[src/hw/rtl/ssprx_pkg.sv]
// Shared types, codes and constants for the servo status packet receiver.
// Used by every module under hw/rtl; depends on nothing else.
`timescale 1ns / 1ps

package ssprx_pkg;

  // Tick counter width; timeout_ticks is cut or zero-extended to this width.
  localparam int TIMER_WIDTH = 16;
  localparam int TICKS_W     = 16;
  localparam int TICKS_EXT_W = 32;

  // Framing constants.
  localparam logic [7:0] HDR_BYTE      = 8'hFF;
  localparam logic [7:0] MIN_LEN       = 8'd6;
  localparam logic [7:0] LEN_BIAS      = 8'd4;
  localparam logic [7:0] PAYLOAD_START = 8'd5;
  localparam logic [7:0] SUM_GOOD      = 8'hFF;

  // Byte positions inside the packet.
  localparam logic [7:0] POS_ID    = 8'd2;
  localparam logic [7:0] POS_LEN   = 8'd3;
  localparam logic [7:0] POS_ERR   = 8'd4;
  localparam logic [1:0] HDR_DONE  = 2'd2;
  localparam logic [1:0] HDR_ONE   = 2'd1;

  // Stream widths.
  localparam int S_TDATA_W = 40;
  localparam int M_TDATA_W = 32;

  typedef enum logic [1:0] {
    OP_ARM  = 2'd0,
    OP_BYTE = 2'd1,
    OP_TICK = 2'd2
  } op_t;

  typedef enum logic [0:0] {
    PH_IDLE = 1'b0,
    PH_RECV = 1'b1
  } phase_t;

  typedef enum logic [2:0] {
    FAIL_NONE     = 3'd0,
    FAIL_TIMEOUT  = 3'd1,
    FAIL_ID       = 3'd2,
    FAIL_LEN      = 3'd3,
    FAIL_CHECKSUM = 3'd4
  } fail_t;

  localparam logic KIND_PAYLOAD = 1'b0;
  localparam logic KIND_DONE    = 1'b1;

  // One accepted input item.
  typedef struct packed {
    logic [1:0]         opcode;
    logic [7:0]         servo_id;
    logic [7:0]         expected_len;
    logic [TICKS_W-1:0] timeout_ticks;
    logic [7:0]         rx_byte;
  } item_t;

  // One result item.
  typedef struct packed {
    logic       result_kind;
    logic [7:0] data_byte;
    logic [7:0] byte_index;
    logic       success;
    logic [2:0] fail_cause;
    logic [7:0] payload_count;
  } result_t;

endpackage

[src/hw/rtl/ssprx_in_reg.sv]
// Input register of the servo status packet receiver.
// Holds one accepted item until the framing core takes it; uses ssprx_pkg.
`timescale 1ns / 1ps

module ssprx_in_reg (
  input  logic                clk,
  input  logic                rst,
  input  logic                load,
  input  logic                take,
  input  ssprx_pkg::item_t    item_in,
  output logic                item_valid,
  output ssprx_pkg::item_t    item
);

  // Valid flag: set on load, cleared when the core takes the item.
  always_ff @(posedge clk) begin
    if (rst) begin
      item_valid <= 1'b0;
    end else if (load) begin
      item_valid <= 1'b1;
    end else if (take) begin
      item_valid <= 1'b0;
    end
  end

  // Payload needs no reset.
  always_ff @(posedge clk) begin
    if (load) begin
      item <= item_in;
    end
  end

endmodule

[src/hw/rtl/ssprx_frame_core.sv]
// Framing core: transaction state, header hunt, byte count, checksum and timer.
// Produces at most one result per item taken; uses ssprx_pkg.
`timescale 1ns / 1ps

module ssprx_frame_core (
  input  logic                 clk,
  input  logic                 rst,
  input  logic                 take,
  input  ssprx_pkg::item_t     item,
  output logic                 res_fire,
  output ssprx_pkg::result_t   res
);

  localparam int TW = ssprx_pkg::TIMER_WIDTH;

  ssprx_pkg::phase_t phase, phase_next;
  logic [1:0]        header_seen, header_seen_next;
  logic [7:0]        byte_count, byte_count_next;
  logic [7:0]        want_id, want_id_next;
  logic [7:0]        want_len, want_len_next;
  logic [7:0]        sum_acc, sum_acc_next;
  logic              id_ok, id_ok_next;
  logic              len_ok, len_ok_next;
  logic [TW-1:0]     tick_count, tick_count_next;
  logic [TW-1:0]     tick_limit, tick_limit_next;

  logic [ssprx_pkg::TICKS_EXT_W-1:0] ticks_ext;
  logic [TW-1:0]     tick_inc;
  logic [7:0]        sum_plus;
  logic [8:0]        count_plus;
  logic [7:0]        b;
  logic [2:0]        cause;

  assign ticks_ext  = {{(ssprx_pkg::TICKS_EXT_W - ssprx_pkg::TICKS_W){1'b0}},
                       item.timeout_ticks};
  assign b          = item.rx_byte;
  assign sum_plus   = sum_acc + b;
  assign count_plus = {1'b0, byte_count} + 9'd1;
  assign tick_inc   = (tick_count != {TW{1'b1}}) ? tick_count + {{(TW-1){1'b0}}, 1'b1}
                                                 : tick_count;

  // Failure cause for the closing byte, in priority order.
  always_comb begin
    if (!id_ok) begin
      cause = ssprx_pkg::FAIL_ID;
    end else if (!len_ok) begin
      cause = ssprx_pkg::FAIL_LEN;
    end else if (sum_plus != ssprx_pkg::SUM_GOOD) begin
      cause = ssprx_pkg::FAIL_CHECKSUM;
    end else begin
      cause = ssprx_pkg::FAIL_NONE;
    end
  end

  // Next state and result for the item being taken.
  always_comb begin
    phase_next       = phase;
    header_seen_next = header_seen;
    byte_count_next  = byte_count;
    want_id_next     = want_id;
    want_len_next    = want_len;
    sum_acc_next     = sum_acc;
    id_ok_next       = id_ok;
    len_ok_next      = len_ok;
    tick_count_next  = tick_count;
    tick_limit_next  = tick_limit;
    res_fire         = 1'b0;
    res              = '0;

    if (take) begin
      unique case (item.opcode)
        ssprx_pkg::OP_ARM: begin
          want_id_next     = item.servo_id;
          want_len_next    = (item.expected_len < ssprx_pkg::MIN_LEN) ?
                             ssprx_pkg::MIN_LEN : item.expected_len;
          tick_limit_next  = ticks_ext[TW-1:0];
          tick_count_next  = '0;
          sum_acc_next     = '0;
          id_ok_next       = 1'b0;
          len_ok_next      = 1'b0;
          header_seen_next = '0;
          byte_count_next  = '0;
          phase_next       = ssprx_pkg::PH_RECV;
        end
        ssprx_pkg::OP_BYTE: begin
          if (phase == ssprx_pkg::PH_RECV) begin
            if (header_seen != ssprx_pkg::HDR_DONE) begin
              // Header hunt: only 0xFF bytes count.
              if (b == ssprx_pkg::HDR_BYTE) begin
                header_seen_next = header_seen + 2'd1;
                byte_count_next  = {6'd0, header_seen + 2'd1};
              end
            end else if (byte_count == ssprx_pkg::POS_ID) begin
              if (b == ssprx_pkg::HDR_BYTE) begin
                // Extra header byte where the id should be.
                header_seen_next = ssprx_pkg::HDR_ONE;
                byte_count_next  = 8'd1;
              end else begin
                sum_acc_next    = b;
                id_ok_next      = (b == want_id);
                byte_count_next = ssprx_pkg::POS_LEN;
              end
            end else if (byte_count == ssprx_pkg::POS_LEN) begin
              sum_acc_next    = sum_plus;
              len_ok_next     = (b == want_len - ssprx_pkg::LEN_BIAS);
              byte_count_next = ssprx_pkg::POS_ERR;
            end else if (byte_count == ssprx_pkg::POS_ERR) begin
              sum_acc_next    = sum_plus;
              byte_count_next = ssprx_pkg::PAYLOAD_START;
            end else if (count_plus < {1'b0, want_len}) begin
              // Tentative payload byte.
              sum_acc_next     = sum_plus;
              byte_count_next  = count_plus[7:0];
              res_fire         = 1'b1;
              res.result_kind  = ssprx_pkg::KIND_PAYLOAD;
              res.data_byte    = b;
              res.byte_index   = byte_count - ssprx_pkg::PAYLOAD_START;
            end else begin
              // Checksum byte closes the transaction.
              sum_acc_next     = sum_plus;
              phase_next       = ssprx_pkg::PH_IDLE;
              header_seen_next = '0;
              byte_count_next  = '0;
              res_fire         = 1'b1;
              res.result_kind  = ssprx_pkg::KIND_DONE;
              res.fail_cause   = cause;
              if (cause == ssprx_pkg::FAIL_NONE) begin
                res.success       = 1'b1;
                res.payload_count = want_len - ssprx_pkg::MIN_LEN;
              end
            end
          end
        end
        ssprx_pkg::OP_TICK: begin
          if (phase == ssprx_pkg::PH_RECV && tick_limit != '0) begin
            tick_count_next = tick_inc;
            if (tick_inc >= tick_limit) begin
              phase_next       = ssprx_pkg::PH_IDLE;
              header_seen_next = '0;
              byte_count_next  = '0;
              res_fire         = 1'b1;
              res.result_kind  = ssprx_pkg::KIND_DONE;
              res.fail_cause   = ssprx_pkg::FAIL_TIMEOUT;
            end
          end
        end
        default: begin
        end
      endcase
    end
  end

  // Control state.
  always_ff @(posedge clk) begin
    if (rst) begin
      phase       <= ssprx_pkg::PH_IDLE;
      header_seen <= '0;
      byte_count  <= '0;
    end else begin
      phase       <= phase_next;
      header_seen <= header_seen_next;
      byte_count  <= byte_count_next;
    end
  end

  // Transaction data, always loaded on arm before it is read.
  always_ff @(posedge clk) begin
    want_id    <= want_id_next;
    want_len   <= want_len_next;
    sum_acc    <= sum_acc_next;
    id_ok      <= id_ok_next;
    len_ok     <= len_ok_next;
    tick_count <= tick_count_next;
    tick_limit <= tick_limit_next;
  end

endmodule

[src/hw/rtl/ssprx_out_reg.sv]
// Result register of the servo status packet receiver.
// Holds one result item until the downstream side takes it; uses ssprx_pkg.
`timescale 1ns / 1ps

module ssprx_out_reg (
  input  logic                 clk,
  input  logic                 rst,
  input  logic                 load,
  input  ssprx_pkg::result_t   res_in,
  input  logic                 ready,
  output logic                 res_valid,
  output ssprx_pkg::result_t   res
);

  // Valid flag: a load wins over a completed handoff in the same cycle.
  always_ff @(posedge clk) begin
    if (rst) begin
      res_valid <= 1'b0;
    end else if (load) begin
      res_valid <= 1'b1;
    end else if (ready) begin
      res_valid <= 1'b0;
    end
  end

  always_ff @(posedge clk) begin
    if (load) begin
      res <= res_in;
    end
  end

endmodule

[src/hw/rtl/servo_status_packet_receiver_unit.sv]
// Top level of the servo status packet receiver: stream ports, input register,
// framing core and result register. Uses ssprx_pkg and the ssprx_* modules.
//
//   Channel  Dir  tdata (low bit up)                                  tuser
//   s_axis   in   servo_id 8, expected_len 8, timeout_ticks 16,       opcode 2
//                 rx_byte 8
//   m_axis   out  data_byte 8, byte_index 8, success 1, fail_cause 3,  result_kind 1
//                 payload_count 8, zero pad 4
//
// One item per cycle sustained while m_axis is not stalled. An accepted item is
// held in the input register, and the result it causes, if any, is then loaded
// into the result register, which drives m_axis_tvalid. The core takes an
// item only when the result register is empty or being emptied, so a stall on
// m_axis holds the input register and then s_axis_tready. Synchronous reset rst
// clears all valid flags and returns the receiver to idle with no transaction armed.
`timescale 1ns / 1ps

module servo_status_packet_receiver_unit (
  input  logic                                clk,
  input  logic                                rst,
  input  logic                                s_axis_tvalid,
  output logic                                s_axis_tready,
  // servo_id [7:0], expected_len [15:8], timeout_ticks [31:16], rx_byte [39:32]
  input  logic [ssprx_pkg::S_TDATA_W-1:0]     s_axis_tdata,
  // opcode [1:0]
  input  logic [1:0]                          s_axis_tuser,
  output logic                                m_axis_tvalid,
  input  logic                                m_axis_tready,
  // data_byte [7:0], byte_index [15:8], success [16], fail_cause [19:17],
  // payload_count [27:20], zero [31:28]
  output logic [ssprx_pkg::M_TDATA_W-1:0]     m_axis_tdata,
  // result_kind [0]
  output logic                                m_axis_tuser
);

  ssprx_pkg::item_t   item_in;
  ssprx_pkg::item_t   item;
  ssprx_pkg::result_t core_res;
  ssprx_pkg::result_t out_res;
  logic               item_valid;
  logic               in_load;
  logic               take;
  logic               out_free;
  logic               res_fire;

  // Unpack the incoming item.
  always_comb begin
    item_in.opcode        = s_axis_tuser;
    item_in.servo_id      = s_axis_tdata[7:0];
    item_in.expected_len  = s_axis_tdata[15:8];
    item_in.timeout_ticks = s_axis_tdata[31:16];
    item_in.rx_byte       = s_axis_tdata[39:32];
  end

  // Handshake between the stages.
  assign out_free      = !m_axis_tvalid || m_axis_tready;
  assign take          = item_valid && out_free;
  assign s_axis_tready = !item_valid || take;
  assign in_load       = s_axis_tvalid && s_axis_tready;

  ssprx_in_reg u_in_reg (
    .clk        (clk),
    .rst        (rst),
    .load       (in_load),
    .take       (take),
    .item_in    (item_in),
    .item_valid (item_valid),
    .item       (item)
  );

  ssprx_frame_core u_core (
    .clk      (clk),
    .rst      (rst),
    .take     (take),
    .item     (item),
    .res_fire (res_fire),
    .res      (core_res)
  );

  ssprx_out_reg u_out_reg (
    .clk       (clk),
    .rst       (rst),
    .load      (res_fire),
    .res_in    (core_res),
    .ready     (m_axis_tready),
    .res_valid (m_axis_tvalid),
    .res       (out_res)
  );

  // Pack the outgoing result item.
  assign m_axis_tuser = out_res.result_kind;
  assign m_axis_tdata = {4'b0000, out_res.payload_count, out_res.fail_cause,
                         out_res.success, out_res.byte_index, out_res.data_byte};

  // An empty input register always accepts.
  a_ready_when_empty: assert property (@(posedge clk) disable iff (rst)
    !item_valid |-> s_axis_tready)
    else $error("input register empty but s_axis_tready low");

  // A waiting item is not dropped while the result side is stalled.
  a_item_held: assert property (@(posedge clk) disable iff (rst)
    item_valid && !out_free |=> item_valid && $stable(item))
    else $error("pending item lost during output stall");

  // A result is only loaded when the result register has room.
  a_no_overwrite: assert property (@(posedge clk) disable iff (rst)
    res_fire |-> out_free)
    else $error("result register overwritten");

  // A successful done result carries no failure cause.
  a_success_clean: assert property (@(posedge clk) disable iff (rst)
    res_fire && core_res.success |->
      core_res.result_kind == ssprx_pkg::KIND_DONE &&
      core_res.fail_cause == ssprx_pkg::FAIL_NONE)
    else $error("success flagged with a failure cause");

endmodule

[config.mk]
export PLATFORM = sky130hd
export DESIGN_NAME = servo_status_packet_receiver_unit
export DESIGN_NICKNAME = d
export VERILOG_FILES = /design/src/hw/rtl/ssprx_pkg.sv /design/src/hw/rtl/ssprx_in_reg.sv /design/src/hw/rtl/ssprx_frame_core.sv /design/src/hw/rtl/ssprx_out_reg.sv /design/src/hw/rtl/servo_status_packet_receiver_unit.sv
export SDC_FILE = /design/constraint.sdc
export NUM_CORES = 1
export LEC_CHECK = 0
export BUFFER_PORTS_ARGS = -buffer_cell sky130_fd_sc_hd__buf_2
export CORE_MARGIN = 8
export CORE_UTILIZATION = 55
export CTS_CLUSTER_SIZE = 12
export DETAILED_ROUTE_END_ITERATION = 16
export GPL_TIMING_DRIVEN = 0
export PLACE_DENSITY = 0.76
export SLEW_MARGIN = 0
export SYNTH_ARGS = -nofsm -noshare
export SYNTH_HDL_FRONTEND = slang
export SYNTH_SLANG_ARGS = --single-unit
export TNS_END_PERCENT = 20
[constraint.sdc]
create_clock -name clk -period 6.38 [get_ports clk]
set_clock_uncertainty 0.15 [all_clocks]
set_input_delay 0.638 -clock clk [delete_from_list [all_inputs] [get_ports clk]]
set_output_delay 0.638 -clock clk [all_outputs]
set_load 0.02 [all_outputs]
-- Yosys cells after proc, flatten, opt, wreduce, memory -nomap -nowiden
Cells that the tools add are included.
- register bits after elaboration: 142
- output and inout bits: 35
- add/subtract/negate cells: 7
- magnitude comparators: 3
- equality and inequality tests: 25
- multiplexer cells: 79
- bitwise gates (word level): 5
- reductions and logical operators: 26
- operators by type and width (cell ; count):
    2-to-1 mux 29 bit ; 5
    2-to-1 mux 8 bit ; 14
    2-to-1 mux 16 bit ; 3
    case mux 16 bit (2 select lines) ; 1
    2-to-1 mux 1 bit ; 31
    case mux 8 bit (3 select lines) ; 1
    subtractor 8 x 3 -> 8 bit, second input constant ; 3
    2-to-1 mux 2 bit ; 11
    AND reduction 6 bit ; 3
    adder 16 x 1 -> 16 bit, second input constant ; 1
    == test 8 x 2 -> 1 bit, second input constant ; 2
    == test 8 bit ; 2
    greater-or-equal comparator 16 bit ; 1
    inequality test 16 bit, second input constant ; 1
    case mux 8 bit (2 select lines) ; 1
    nonzero test 16 bit ; 1
    OR reduction 8 bit ; 2
    2-to-1 mux 12 bit ; 1
    2-to-1 mux 3 bit ; 4
    inequality test 4 x 2 -> 1 bit, second input constant ; 3
    inequality test 2 x 1 -> 1 bit, second input constant ; 5
    AND reduction 10 bit ; 1
    adder 8 x 1 -> 9 bit, second input constant ; 1
    < comparator 9 x 8 -> 1 bit ; 1
    28 further kinds ; 46

-- Longest topological paths before layout
Gate-level depths: netlist (run 1).
- depth in word-level cells: 14
- depth in mapped cells: 15
- depth with buffers taken out: 13

-- By module
Synthesis (run 1) repeated with hierarchy kept, for this count alone.
- cells, all modules: 612
- area total of the unflattened synthesis: 7283.2 um2
- by module, submodules not included (module ; instances ; cells each ; area each (um2)):
    ssprx_frame_core ; 1 ; 524 ; 5002.3
    ssprx_in_reg ; 1 ; 46 ; 1300.0
    ssprx_out_reg ; 1 ; 33 ; 909.6
    servo_status_packet_receiver_unit ; 1 ; 9 ; 71.3

-- Least setup slack after synthesis (run 1)
Ideal clock, no wire load.
- path type: reg-to-reg
- start: register u_core.tick_count[0]
- end: register u_out_reg.res[0] (netlist name), enable pin
- arrival time: 4175 ps
- path slack: 1630 ps
- cell stages (with the launch flop): 16
- period minus slack after synthesis: 4750 ps
- cells stage by stage: edfxtp_1 > ha_1 > and2_1 > nand4_1 > or3_1 > clkbuf_1 > clkbuf_1 > nand3_1 > xnor2_1 > ha_1 > nand4_1 > nor3_1 > o311ai_1 > a31oi_1 > inv_1 > a21oi_1
- cells in the longest elaborated chain, start to end: 7
- elaborated cells between the ends (all ways): 8
- those cells by class: add/sub: 1; order compare: 1; eq/ne: 1; mux: 5
- RTL lines (item ; line ; RTL):
    start: declaration ; ssprx_frame_core.sv:24 ; logic [TW-1:0] tick_count, tick_count_next;
    start signal: assignment ; ssprx_frame_core.sv:173 ; tick_count <= tick_count_next;
    adder 16 x 1 -> 16 bit or inequality test 16 bit (tied branches) ; ssprx_frame_core.sv:39 ; assign tick_inc = (tick_count != {TW{1'b1}}) ? tick_count + {{(TW-1){1'b0}}, 1'b1}
    2-to-1 mux 16 bit (*) ; ssprx_frame_core.sv:39 ;
    via u_core.tick_inc[9] ; ssprx_frame_core.sv:28 ; logic [TW-1:0] tick_inc;
    greater-or-equal comparator 16 bit (*) ; ssprx_frame_core.sv:137 ; if (tick_inc >= tick_limit) begin
    2-to-1 mux 1 bit (*) ; ssprx_frame_core.sv:137 ;
    2-to-1 mux 1 bit (*) ; ssprx_frame_core.sv:135 ; if (phase == ssprx_pkg::PH_RECV && tick_limit != '0) begin
    case mux 1 bit (2 select lines) (*) ; ssprx_frame_core.sv:71 ; unique case (item.opcode)
    2-to-1 mux 1 bit (*) ; ssprx_frame_core.sv:70 ; if (take) begin
    via res_fire ; servo_status_packet_receiver_unit.sv:44 ; logic res_fire;
    end signal: assignment ; ssprx_out_reg.sv:28 ; res <= res_in;
    end: declaration ; ssprx_out_reg.sv:12 ; output ssprx_pkg::result_t res
Mark *: on every way through the listed nets, which the timed path passes. The rest lies on a longest branch.
A chain may end at the register's enable or synchronous reset.

-- Worst setup path in the final report (run 1)
- start: register u_core.tick_count[0]
- end: register u_core.byte_count[2]
- cells in the longest elaborated chain, start to end: 5
- elaborated cells between the ends (all ways): 6
- those cells by class: add/sub: 1; order compare: 1; eq/ne: 2; mux: 1; reduce/logical: 1
- RTL lines (item ; line ; RTL):
    adder 16 x 1 -> 16 bit or inequality test 16 bit (tied branches) ; ssprx_frame_core.sv:39 ;
    2-to-1 mux 16 bit (*) ; ssprx_frame_core.sv:39 ;
    via u_core.tick_inc[9] ; ssprx_frame_core.sv:28 ;
    greater-or-equal comparator 16 bit (*) ; ssprx_frame_core.sv:137 ;
    inequality test 2 x 1 -> 1 bit (no source line) (*) ; -- ;
    AND reduction 6 bit (no source line) (*) ; -- ;
    end signal: assignment ; ssprx_frame_core.sv:162 ; byte_count <= byte_count_next;
    end: declaration ; ssprx_frame_core.sv:18 ; logic [7:0] byte_count, byte_count_next;
Marks and branches as above.

==> flow_summary.toml, run 1 <==
[run_status]
status = "completed"

[logic_synthesis]
yosysSeqAreaShare_pct = 56.6
async_reset_ff_share_pct = 0
yosysTopAreaCell = "edfxtp_1"
avgSynthCellArea_um2 = 11.8
synth.distinct_cells = 66
dominantRegCellSynth = "edfxtp_1"
synth.top_cell.area_share_pct = 53.1
synth_seq_cells = 142
synth_edf_count = 129
synth_area_leaders = "edfxtp_1 53%, ha_1 7.2%, xnor2_1 4.0%"
synth_cells = 621
yosysWarnings = 0
synth_area_um2 = 7300

[grt]
grt_util_all_layers_pct = 18.1
grt_pass1_wl_mm = 25.1
grt-ovfl-total = 0
grt_pass1_vias = 5345
grt_max_degree = 43
antenna_found_initial = 0

[floorplanning]
fp-row-count = 42
die_area_um2 = 17200
dieHeight_um = 131
fp.dieW_um = 131
boundaryPins = 81
start_util_pct = 55.8
core_area_um2 = 13100

[pwr]
p_leak_nw = 3.14
vdd_drop_max_mv = 0.186
post-layout-total-power_mw = 2.14
power_density_nw_per_um2 = 251

[finish]
area_delta_synth_final_pct = 16.5
final_core_util_pct = 65.0
layout_commonest_cell = "edfxtp_1"
layout.nets = 809
layout_common_cells = "129 x edfxtp_1, 82 x buf_2, 44 x inv_1, 42 x ha_1, 36 x nor2_1"
drive_gt1_share_pct = 17.7
num_antenna_cells = 0

[clock_tree]
clockBufferDepth = 2
cts_resized = 0
htreeDepth = 4
clk_pin_slew_ns = 0.06
clk_latency_ns = 0.43
cts_root_buffer = "clkbuf_16"
cts_tree = "done"
cts_buffers = 17
cts_hold_buf = 0
cts.sinks = 142
cts_setup_buffers = 0

[timing]
slew_violations = 0
fmax_ghz = 0.210
post-route-min-period_ns = 4.75
finalSetupViolCount = 0
worst_pin_slew_ns = 0.972
grt_setup_unrepaired = "false"
fin_crit_sh_pct = 74.5
slew-limit-headroom_pct = 34.9
hold_viol_final = 0
tns_ns = 0

[placed_design]
io_buffers = 76
dp_hpwl_mm = 11.3
gp_congestion = 0.921

[routing]
vias_per_cell = 5.68
initialDrtViolationCount = 410
dr.pass1.iters = 5
antenna_left = 0
drt_wl_total_mm = 15.1
vias = 5163
drt-wirelength-per-cell_um = 16.7
drc = 0

[hold_path]
holdCritPathClass = "primary input to flip-flop"
hold_end = "u_in_reg.item[35]"
hold_depth = 1
min_from = "s_axis_tdata[3]"

[setup_path]
reg2reg_from = "u_core.tick_count[0]"
r2r-end = "u_core.byte_count[2]"
crit_required_ns = 6.56
cp_max_fo = 10
startpoint_type = "flip-flop"
r2r_slack_ns = 1.63
r2r_cells = 15
crit_type = "flip-flop to flip-flop"
crit_path_end_kind = "flip-flop"
crit_arrival_ns = 4.93

[flow_run]
maxCapViolations = 0
==> worst max path at each step <==
stage / start / to / slack, ns / cells after the start
3_5_place_dp: u_core.tick_count[0] / u_out_reg.res[25] / 1.60 / 16
4_1_cts: u_core.tick_count[0] / u_out_reg.res[25] / 1.59 / 16
3_3_place_gp: u_core.tick_count[0] / u_out_reg.res[23] / 0.60 / 15
5_1_grt: u_core.tick_count[0] / u_out_reg.res[23] / 1.30 / 16
2_1_floorplan: u_core.tick_count[0] / u_out_reg.res[0] / 1.63 / 15
6_report: u_core.tick_count[0] / u_core.byte_count[2] / 1.63 / 15
==> layout make-up <==
class / count / area, um^2
Sequential cell: 142 / 4130
Timing Repair Buffer: 77 / 395
Fill cell: 996 / 4580
Buffer: 29 / 131
Tap cell: 176 / 220
Inverter: 45 / 169
Multi-Input combinational cell: 408 / 2890
Clock inverter: 15 / 134
Clock buffer: 17 / 425
==> Yosys cell counts, drive strengths merged (10+ instances only) <==
| cell type | number |
|---|---|
| nor4 | 14 |
| nor2b | 12 |
| xor2 | 14 |
| nand2 | 32 |
| nand3 | 16 |
| o21ai | 21 |
| ha | 42 |
| xnor2 | 33 |
| nand4 | 18 |
| inv | 45 |
| dfxtp | 13 |
| edfxtp | 129 |
| clkbuf | 19 |
| nor2 | 37 |
| a21oi | 31 |
| buf | 10 |
| and2 | 27 |
| nor3 | 14 |
==> through the flow <==
stage | area [um^2] | instances | hold WS [ns] | worst slack (ns)
3_5_place_dp | 7940 | 877 | 0.255 | 1.60
2_1_floorplan | 7310 | 624 | 0.250 | 1.63
6_report | 8500 | 909 | 0.237 | 1.63
5_1_grt | 8500 | 909 | 0.218 | 1.30
4_1_cts | 8500 | 909 | 0.221 | 1.59
3_3_place_gp | 7910 | 876 | 0.250 | 0.604
==> report_power, final <==
group          leakage [nW]  switching, mW  internal, mW
clock network         0.265          0.389         0.540
registers              1.25         0.0199          1.05
logic                  1.62         0.0828        0.0579
total                  3.14          0.492          1.64
==> cell families (layout without fill, tap and decap cells) <==
group,Yosys count,after routing,share of synthesized area (%)
buffers and inverters,74,183,4.11
XOR/XNOR,48,48,5.96
AO/OA/AOI/OAI,100,100,9.01
multiplexers,11,11,1.54
AND/OR/NAND/NOR,202,202,15.2
adder cells (fa/ha/maj),43,43,7.47
other,1,4,0.0514
flip-flops,142,142,56.6
==> critical path, cell delays in order, from the launching register on <==
cell	delay (ns)
edfxtp_1	0.43
ha_1	0.23
and2_1	0.20
nand4_1	0.13
or3_1	0.12
clkbuf_1	0.24
clkbuf_1	0.44
nand3_1	0.17
xnor2_1	0.20
ha_1	0.32
nand4_1	0.10
nor3_1	0.31
o311ai_1	0.25
a41oi_1	0.79
nand2_1	0.26
o31ai_1	0.31
==> routing by layer <==
| metal | up-vias | part of all wire (%) | GRT usage [%] |
|---|---|---|---|
| li1 | 2492 | - | - |
| met1 | 2447 | 41 | 19.5 |
| met2 | 181 | 50 | 30.9 |
| met3 | 43 | 6.4 | 5.83 |
| met4 | 0 | 2.9 | 10.1 |
| met5 | - | 0 | 0 |
==> state kept, by name (all words and copies together), names as in the netlist <==
signal               flops
u_in_reg.item           42
u_core.want_len          8
u_core.want_id           8
u_core.phase             1
u_out_reg.res_valid      1
u_core.tick_count       16
u_core.len_ok            1
u_out_reg.res           29
u_core.byte_count        8
u_core.header_seen       2
u_core.sum_acc           8
u_core.id_ok             1
u_core.tick_limit       16
u_in_reg.item_valid      1
Note: power is estimated with default switching activity, not from simulation.
==> run 2: changes to the inputs <==
==> constraint.sdc (replaced) <==
create_clock -name clk -period 4.4 [get_ports clk]
set_clock_uncertainty 0.15 [all_clocks]
set_input_delay 0.44 -clock clk [delete_from_list [all_inputs] [get_ports clk]]
set_output_delay 0.44 -clock clk [all_outputs]
set_load 0.02 [all_outputs]
==> flow_summary.toml, run 2 (synthesized netlist as in run 1, its figures left out) <==
[setup_path]
critPathMaxStageDelay_ns = 0.40
worst-path-buf-inv = 4
crit_type = "flip-flop to flip-flop"
cp_max_fo = 13
slowest_stage = "edfxtp_1"
crit_chain = "ha_1 -> and2_1 -> nand4_1 -> or3_1 -> clkbuf_1 -> clkbuf_2 -> nand3_1 -> xnor2_1 -> ha_1 -> nand4_1 -> nor3_2 -> o311ai_2 -> a31oi_1 -> inv_2 -> a21oi_4 -> buf_12"
crit_path_end_kind = "flip-flop"
cp_top_family = "simple AND/OR/NAND/NOR gates"
crit_arrival_ns = 4.18
startpoint_type = "flip-flop"
crit_required_ns = 4.38
r2r_slack_ns = 0.20

[floorplanning]
fp-row-count = 42
dieHeight_um = 131
die_area_um2 = 17200
boundaryPins = 81
start_util_pct = 55.8
fp.dieW_um = 131
core_area_um2 = 13100

[timing]
hold_slack_ns = 0.0406
slew_violations = 0
hold_viol_final = 0
worst_pin_slew_ns = 1.00
fmax_ghz = 0.238
grt_setup_unrepaired = "false"
fin_crit_sh_pct = 95.5
finalSetupViolCount = 0
slew-limit-headroom_pct = 32.8
post-route-min-period_ns = 4.20

[pwr]
power_density_nw_per_um2 = 358
clock_power_share_pct = 42.9
p_sw_mw = 0.698
combPwrFrac_pct = 6.9
post-layout-total-power_mw = 3.08
p_int_mw = 2.38
swShare_pct = 22.7
power_frac_seq_pct = 50.2
p_leak_nw = 3.14
vdd_drop_max_mv = 0.282

[placed_design]
dp_hpwl_mm = 11.2
gp_congestion = 0.907
place_area_um2 = 7930
io_buffers = 76
dp.cells = 876

[routing]
vias_per_cell = 5.68
antenna_left = 0
vias = 5176
drt-wirelength-per-cell_um = 17.0
drt_wl_total_mm = 15.5
initialDrtViolationCount = 358
dr.pass1.iters = 5
drc = 0

[clock_tree]
cts.sinks = 142
cts_root_buffer = "clkbuf_16"
htreeDepth = 4
clk_pin_slew_ns = 0.06
clockBufferDepth = 2
clk_latency_ns = 0.42
cts_tree = "done"
cts_buffers = 17
cts_hold_buf = 0

[grt]
grt-ovfl-total = 0
grt_util_all_layers_pct = 18.1
grt_pass1_vias = 5245
grt_max_degree = 43
grt_pass1_wl_mm = 25.0
antenna_found_initial = 0

[finish]
layout_commonest_cell = "edfxtp_1"
regArea_um2 = 4130
num_antenna_cells = 0
multi_input_area_um2 = 2950
layout_common_cells = "129 x edfxtp_1, 82 x buf_2, 43 x inv_1, 42 x ha_1, 36 x nor2_1"
largestRegisters = "u_in_reg.item x42, u_out_reg.res x29"
fin_area_um2 = 8590
area_delta_synth_final_pct = 17.7
drive_gt1_share_pct = 19.0
layout.nets = 813
final_cells = 912
largest_register_ffs = 42
fill_cells = 981
regMostFlops = "u_in_reg.item"

[run_status]
status = "completed"

[hold_path]
holdCritPathClass = "primary input to flip-flop"

[flow_run]
maxCapViolations = 0
run 2: changes by cell type in the layout (fill, tap and decap cells not counted), moves of 2 or more:
cell | previous run | this run
a21oi_4 | 0 | 2
buf_12 | 0 | 2
buf_4 | 4 | 6
clkinv_4 | 1 | 4
clkinvlp_4 | 3 | 5
inv_6 | 7 | 1
run 2: metal layers:
metal | track usage, % | part of all wire [%] | vias to the layer above | routed length [um]
li1 | - | - | 2498 | -
met2 | 30.3 | 50 | 208 | 7720
met5 | 0 | 0 | - | 0
met3 | 5.03 | 7.0 | 30 | 1090
met1 | 20.6 | 41 | 2440 | 6370
met4 | 9.81 | 2.1 | 0 | 323
run 2: what timing repair did:
action                                  4_1_cts  5_1_grt
buffers inserted                              1        3
cloned                                        1        0
endpoints found under the setup margin       39       38
pin swaps                                     1        3
endpoints found under the hold margin         0        0
gates resized for setup                       4        6
run 2: layout make-up:
cell class                 instances  area share (%)
sequential                       142            48.1
tap                              176            2.56
inverter                          45            1.97
buffer                            29            1.54
clock inverter                    13            1.38
clock buffer                      18            4.99
multi-input combinational        409            34.4
timing repair buffer              80            5.07
run 2: worst paths after layout:
| path | start | endpoint | cells after the start |
|---|---|---|---|
| setup reg to reg | u_core.tick_count[0] | u_out_reg.res[0] | 16 |
| hold reg to reg | u_in_reg.item[20] | u_core.tick_limit[12] | 0 |
| setup / recovery | u_core.tick_count[0] | u_out_reg.res[0] | 16 |
| hold / removal | s_axis_tdata[12] | u_in_reg.item[28] | 1 |
run 2: power by group through the flow:
stage,logic [mW],clock network (mW),registers [mW]
global placement,0.191,0,1.57
global route,0.232,1.39,1.55
CTS,0.205,1.34,1.55
floorplan,0.141,0,1.56
detailed placement,0.202,0,1.57
finish,0.212,1.32,1.55
run 2: stage by stage:
stage	setup WS [ns]	utilization, %	TNS [ns]
final	0.199	65.7	0
after global routing	0.00377	65.7	0
after CTS	0.0194	65.2	0
after detailed placement	-0.700	60.6	-20.92
after global placement	-0.534	60.5	-15.62
after floorplan	0.292	-	0
==> run 3: changes to the inputs <==
--- a/config.mk
+++ b/config.mk
@@ -7,7 +7,7 @@
 export LEC_CHECK = 0
 export BUFFER_PORTS_ARGS = -buffer_cell sky130_fd_sc_hd__buf_2
 export CORE_MARGIN = 8
-export CORE_UTILIZATION = 55
+export CORE_UTILIZATION = 53
 export CTS_CLUSTER_SIZE = 12
 export DETAILED_ROUTE_END_ITERATION = 16
 export GPL_TIMING_DRIVEN = 0
==> constraint.sdc (replaced) <==
create_clock -name clk -period 3.81 [get_ports clk]
set_clock_uncertainty 0.15 [all_clocks]
set_input_delay 0.381 -clock clk [delete_from_list [all_inputs] [get_ports clk]]
set_output_delay 0.381 -clock clk [all_outputs]
set_load 0.02 [all_outputs]
==> flow_summary.toml, run 3 (synthesized netlist as in run 1, its figures left out) <==
[setup_path]
crit_top_cell = "ha_1"
crit_path_end_kind = "flip-flop"
reg2reg_from = "u_core.tick_count[1]"
r2r_cells = 15
slowest_stage = "or3_4"
crit_arrival_ns = 3.68
crit_chain = "ha_1 -> and2_4 -> nand4_1 -> or3_4 -> clkbuf_8 -> nand3_1 -> xnor2_1 -> ha_1 -> a211oi_1 -> o21ai_1 -> a22oi_2 -> a31oi_1 -> inv_2 -> buf_4 -> a21oi_1"
cp_max_fo = 10
crit_type = "flip-flop to flip-flop"
crit_required_ns = 3.80
critPathMaxStageDelay_ns = 0.38
r2r-end = "u_out_reg.res[28]"
startpoint_type = "flip-flop"
r2r_slack_ns = 0.12

[finish]
area_delta_synth_final_pct = 25.5
num_antenna_cells = 0
fill_cells = 988
drive_gt1_share_pct = 20.3
layout.nets = 860
regMostFlops = "u_in_reg.item"
layout_common_cells = "129 x edfxtp_1, 82 x buf_2, 43 x inv_1, 42 x ha_1, 42 x dlygate4sd3_1"
final_core_util_pct = 67.1
layout_commonest_cell = "edfxtp_1"
largest_register_ffs = 42
largestRegisters = "u_in_reg.item x42, u_out_reg.res x29"
final_cells = 964

[routing]
vias_per_cell = 5.52
drt_wl_total_mm = 16.2
dr.pass1.iters = 5
vias = 5323
drc = 0
initialDrtViolationCount = 497
drt-wirelength-per-cell_um = 16.8
antenna_left = 0

[floorplanning]
fp.dieW_um = 133
fp-row-count = 43
core_area_um2 = 13700
boundaryPins = 81
die_area_um2 = 17800
start_util_pct = 53.4
dieHeight_um = 133

[timing]
tns_ns = 0
slew_violations = 0
worst_pin_slew_ns = 1.04
slew-limit-headroom_pct = 30.3
grt_setup_unrepaired = "true"
finalSetupViolCount = 0
hold_viol_final = 0
fmax_ghz = 0.271
fin_crit_sh_pct = 96.8
post-route-min-period_ns = 3.69

[placed_design]
io_buffers = 76
dp_hpwl_mm = 11.3
gp_congestion = 0.904
dp.cells = 881

[grt]
grt_util_all_layers_pct = 18.9
grt_pass1_wl_mm = 26.4
antenna_found_initial = 0
grt_max_degree = 43
grt_pass1_vias = 5355
grt-ovfl-total = 0

[hold_path]
hold_end = "u_in_reg.item_valid"
min_from = "s_axis_tvalid"
holdCritPathClass = "primary input to flip-flop"
hold_depth = 3

[clock_tree]
htreeDepth = 4
cts_buffers = 17
clk_pin_slew_ns = 0.06
cts.sinks = 142
cts_tree = "done"
clk_latency_ns = 0.42
clockBufferDepth = 2
cts_root_buffer = "clkbuf_16"

[pwr]
vdd_drop_max_mv = 0.501
p_leak_nw = 3.41
power_density_nw_per_um2 = 403

[flow_run]
maxCapViolations = 0

[run_status]
status = "completed"
==> run 3: cell types whose count changed in the layout (fill, tap and decap cells not counted), moves of 3 or more <==
cell | previous run | this run
buf_4 | 6 | 10
inv_6 | 1 | 6
clkinvlp_4 | 5 | 2
dlygate4sd3_1 | 0 | 42
nor2_2 | 0 | 3
==> run 3: layer usage <==
layer / vias to the layer above / global-route usage (%) / wire length (um)
met5: - / 0 / 0
met4: 0 / 8.55 / 331
met3: 27 / 5.01 / 1280
met2: 205 / 31.0 / 7830
met1: 2488 / 22.8 / 6800
li1: 2603 / - / -
==> run 3: worst max path at each step <==
stage | startpoint | endpoint | depth (start not counted)
detailed placement | u_core.tick_count[0] | u_out_reg.res[26] | 15
floorplan | u_core.tick_count[0] | u_out_reg.res[0] | 15
global route | u_core.tick_count[0] | u_out_reg.res[13] | 15
CTS | u_core.tick_count[0] | u_out_reg.res[0] | 15
finish | u_core.tick_count[1] | u_out_reg.res[28] | 15
global placement | u_core.tick_count[0] | u_out_reg.res[21] | 15
==> run 3: area by class of cell <==
class / instances / area, um^2 / area share, %
well taps: 180 / 225 / 2.46
clock buffers: 18 / 429 / 4.68
multi-input cells: 409 / 3010 / 32.8
flip-flops and latches: 142 / 4140 / 45.1
repair buffers: 128 / 903 / 9.86
clock inverters: 14 / 155 / 1.69
plain buffers: 28 / 139 / 1.52
inverters: 45 / 169 / 1.84
==> run 3: timing repair <==
item                                    4_1_cts  5_1_grt
pin swaps                                     7       10
endpoints found under the hold margin        42        0
gates cloned                                  1        0
gates resized for setup                      17        9
hold buffers                                 42        0
setup buffers                                 4        5
endpoints found under the setup margin       68       67
==> run 3: power breakdown <==
part / switching (mW) / internal (mW) / total [mW]
clock: 0.654 / 0.974 / 1.63
sequential: 0.0344 / 1.75 / 1.79
combinational: 0.149 / 0.131 / 0.280
==> run 3: through the flow <==
stage	worst slack, ns	area (um^2)	hold WS (ns)	power [mW]
2_1_floorplan	0.0558	7320	0.250	1.97
3_3_place_gp	-0.566	7930	0.252	2.04
3_5_place_dp	-0.718	7950	0.255	2.05
4_1_cts	0.0268	9080	0.0253	3.70
5_1_grt	-0.0287	9170	0.0757	3.81
6_report	0.123	9170	0.0496	3.69
==> run 3: critical path, delay by kind of cell (launching register included) <==
family                     cells  cell delay [ns]
adders and majority gates      2             0.47
and+or+nand+nor                4             0.81
xor gates and xnor gates       1             0.16
buffers and inverters          3             0.51
DFF                            1             0.37
AOI/OAI and AO/OA              5             0.92
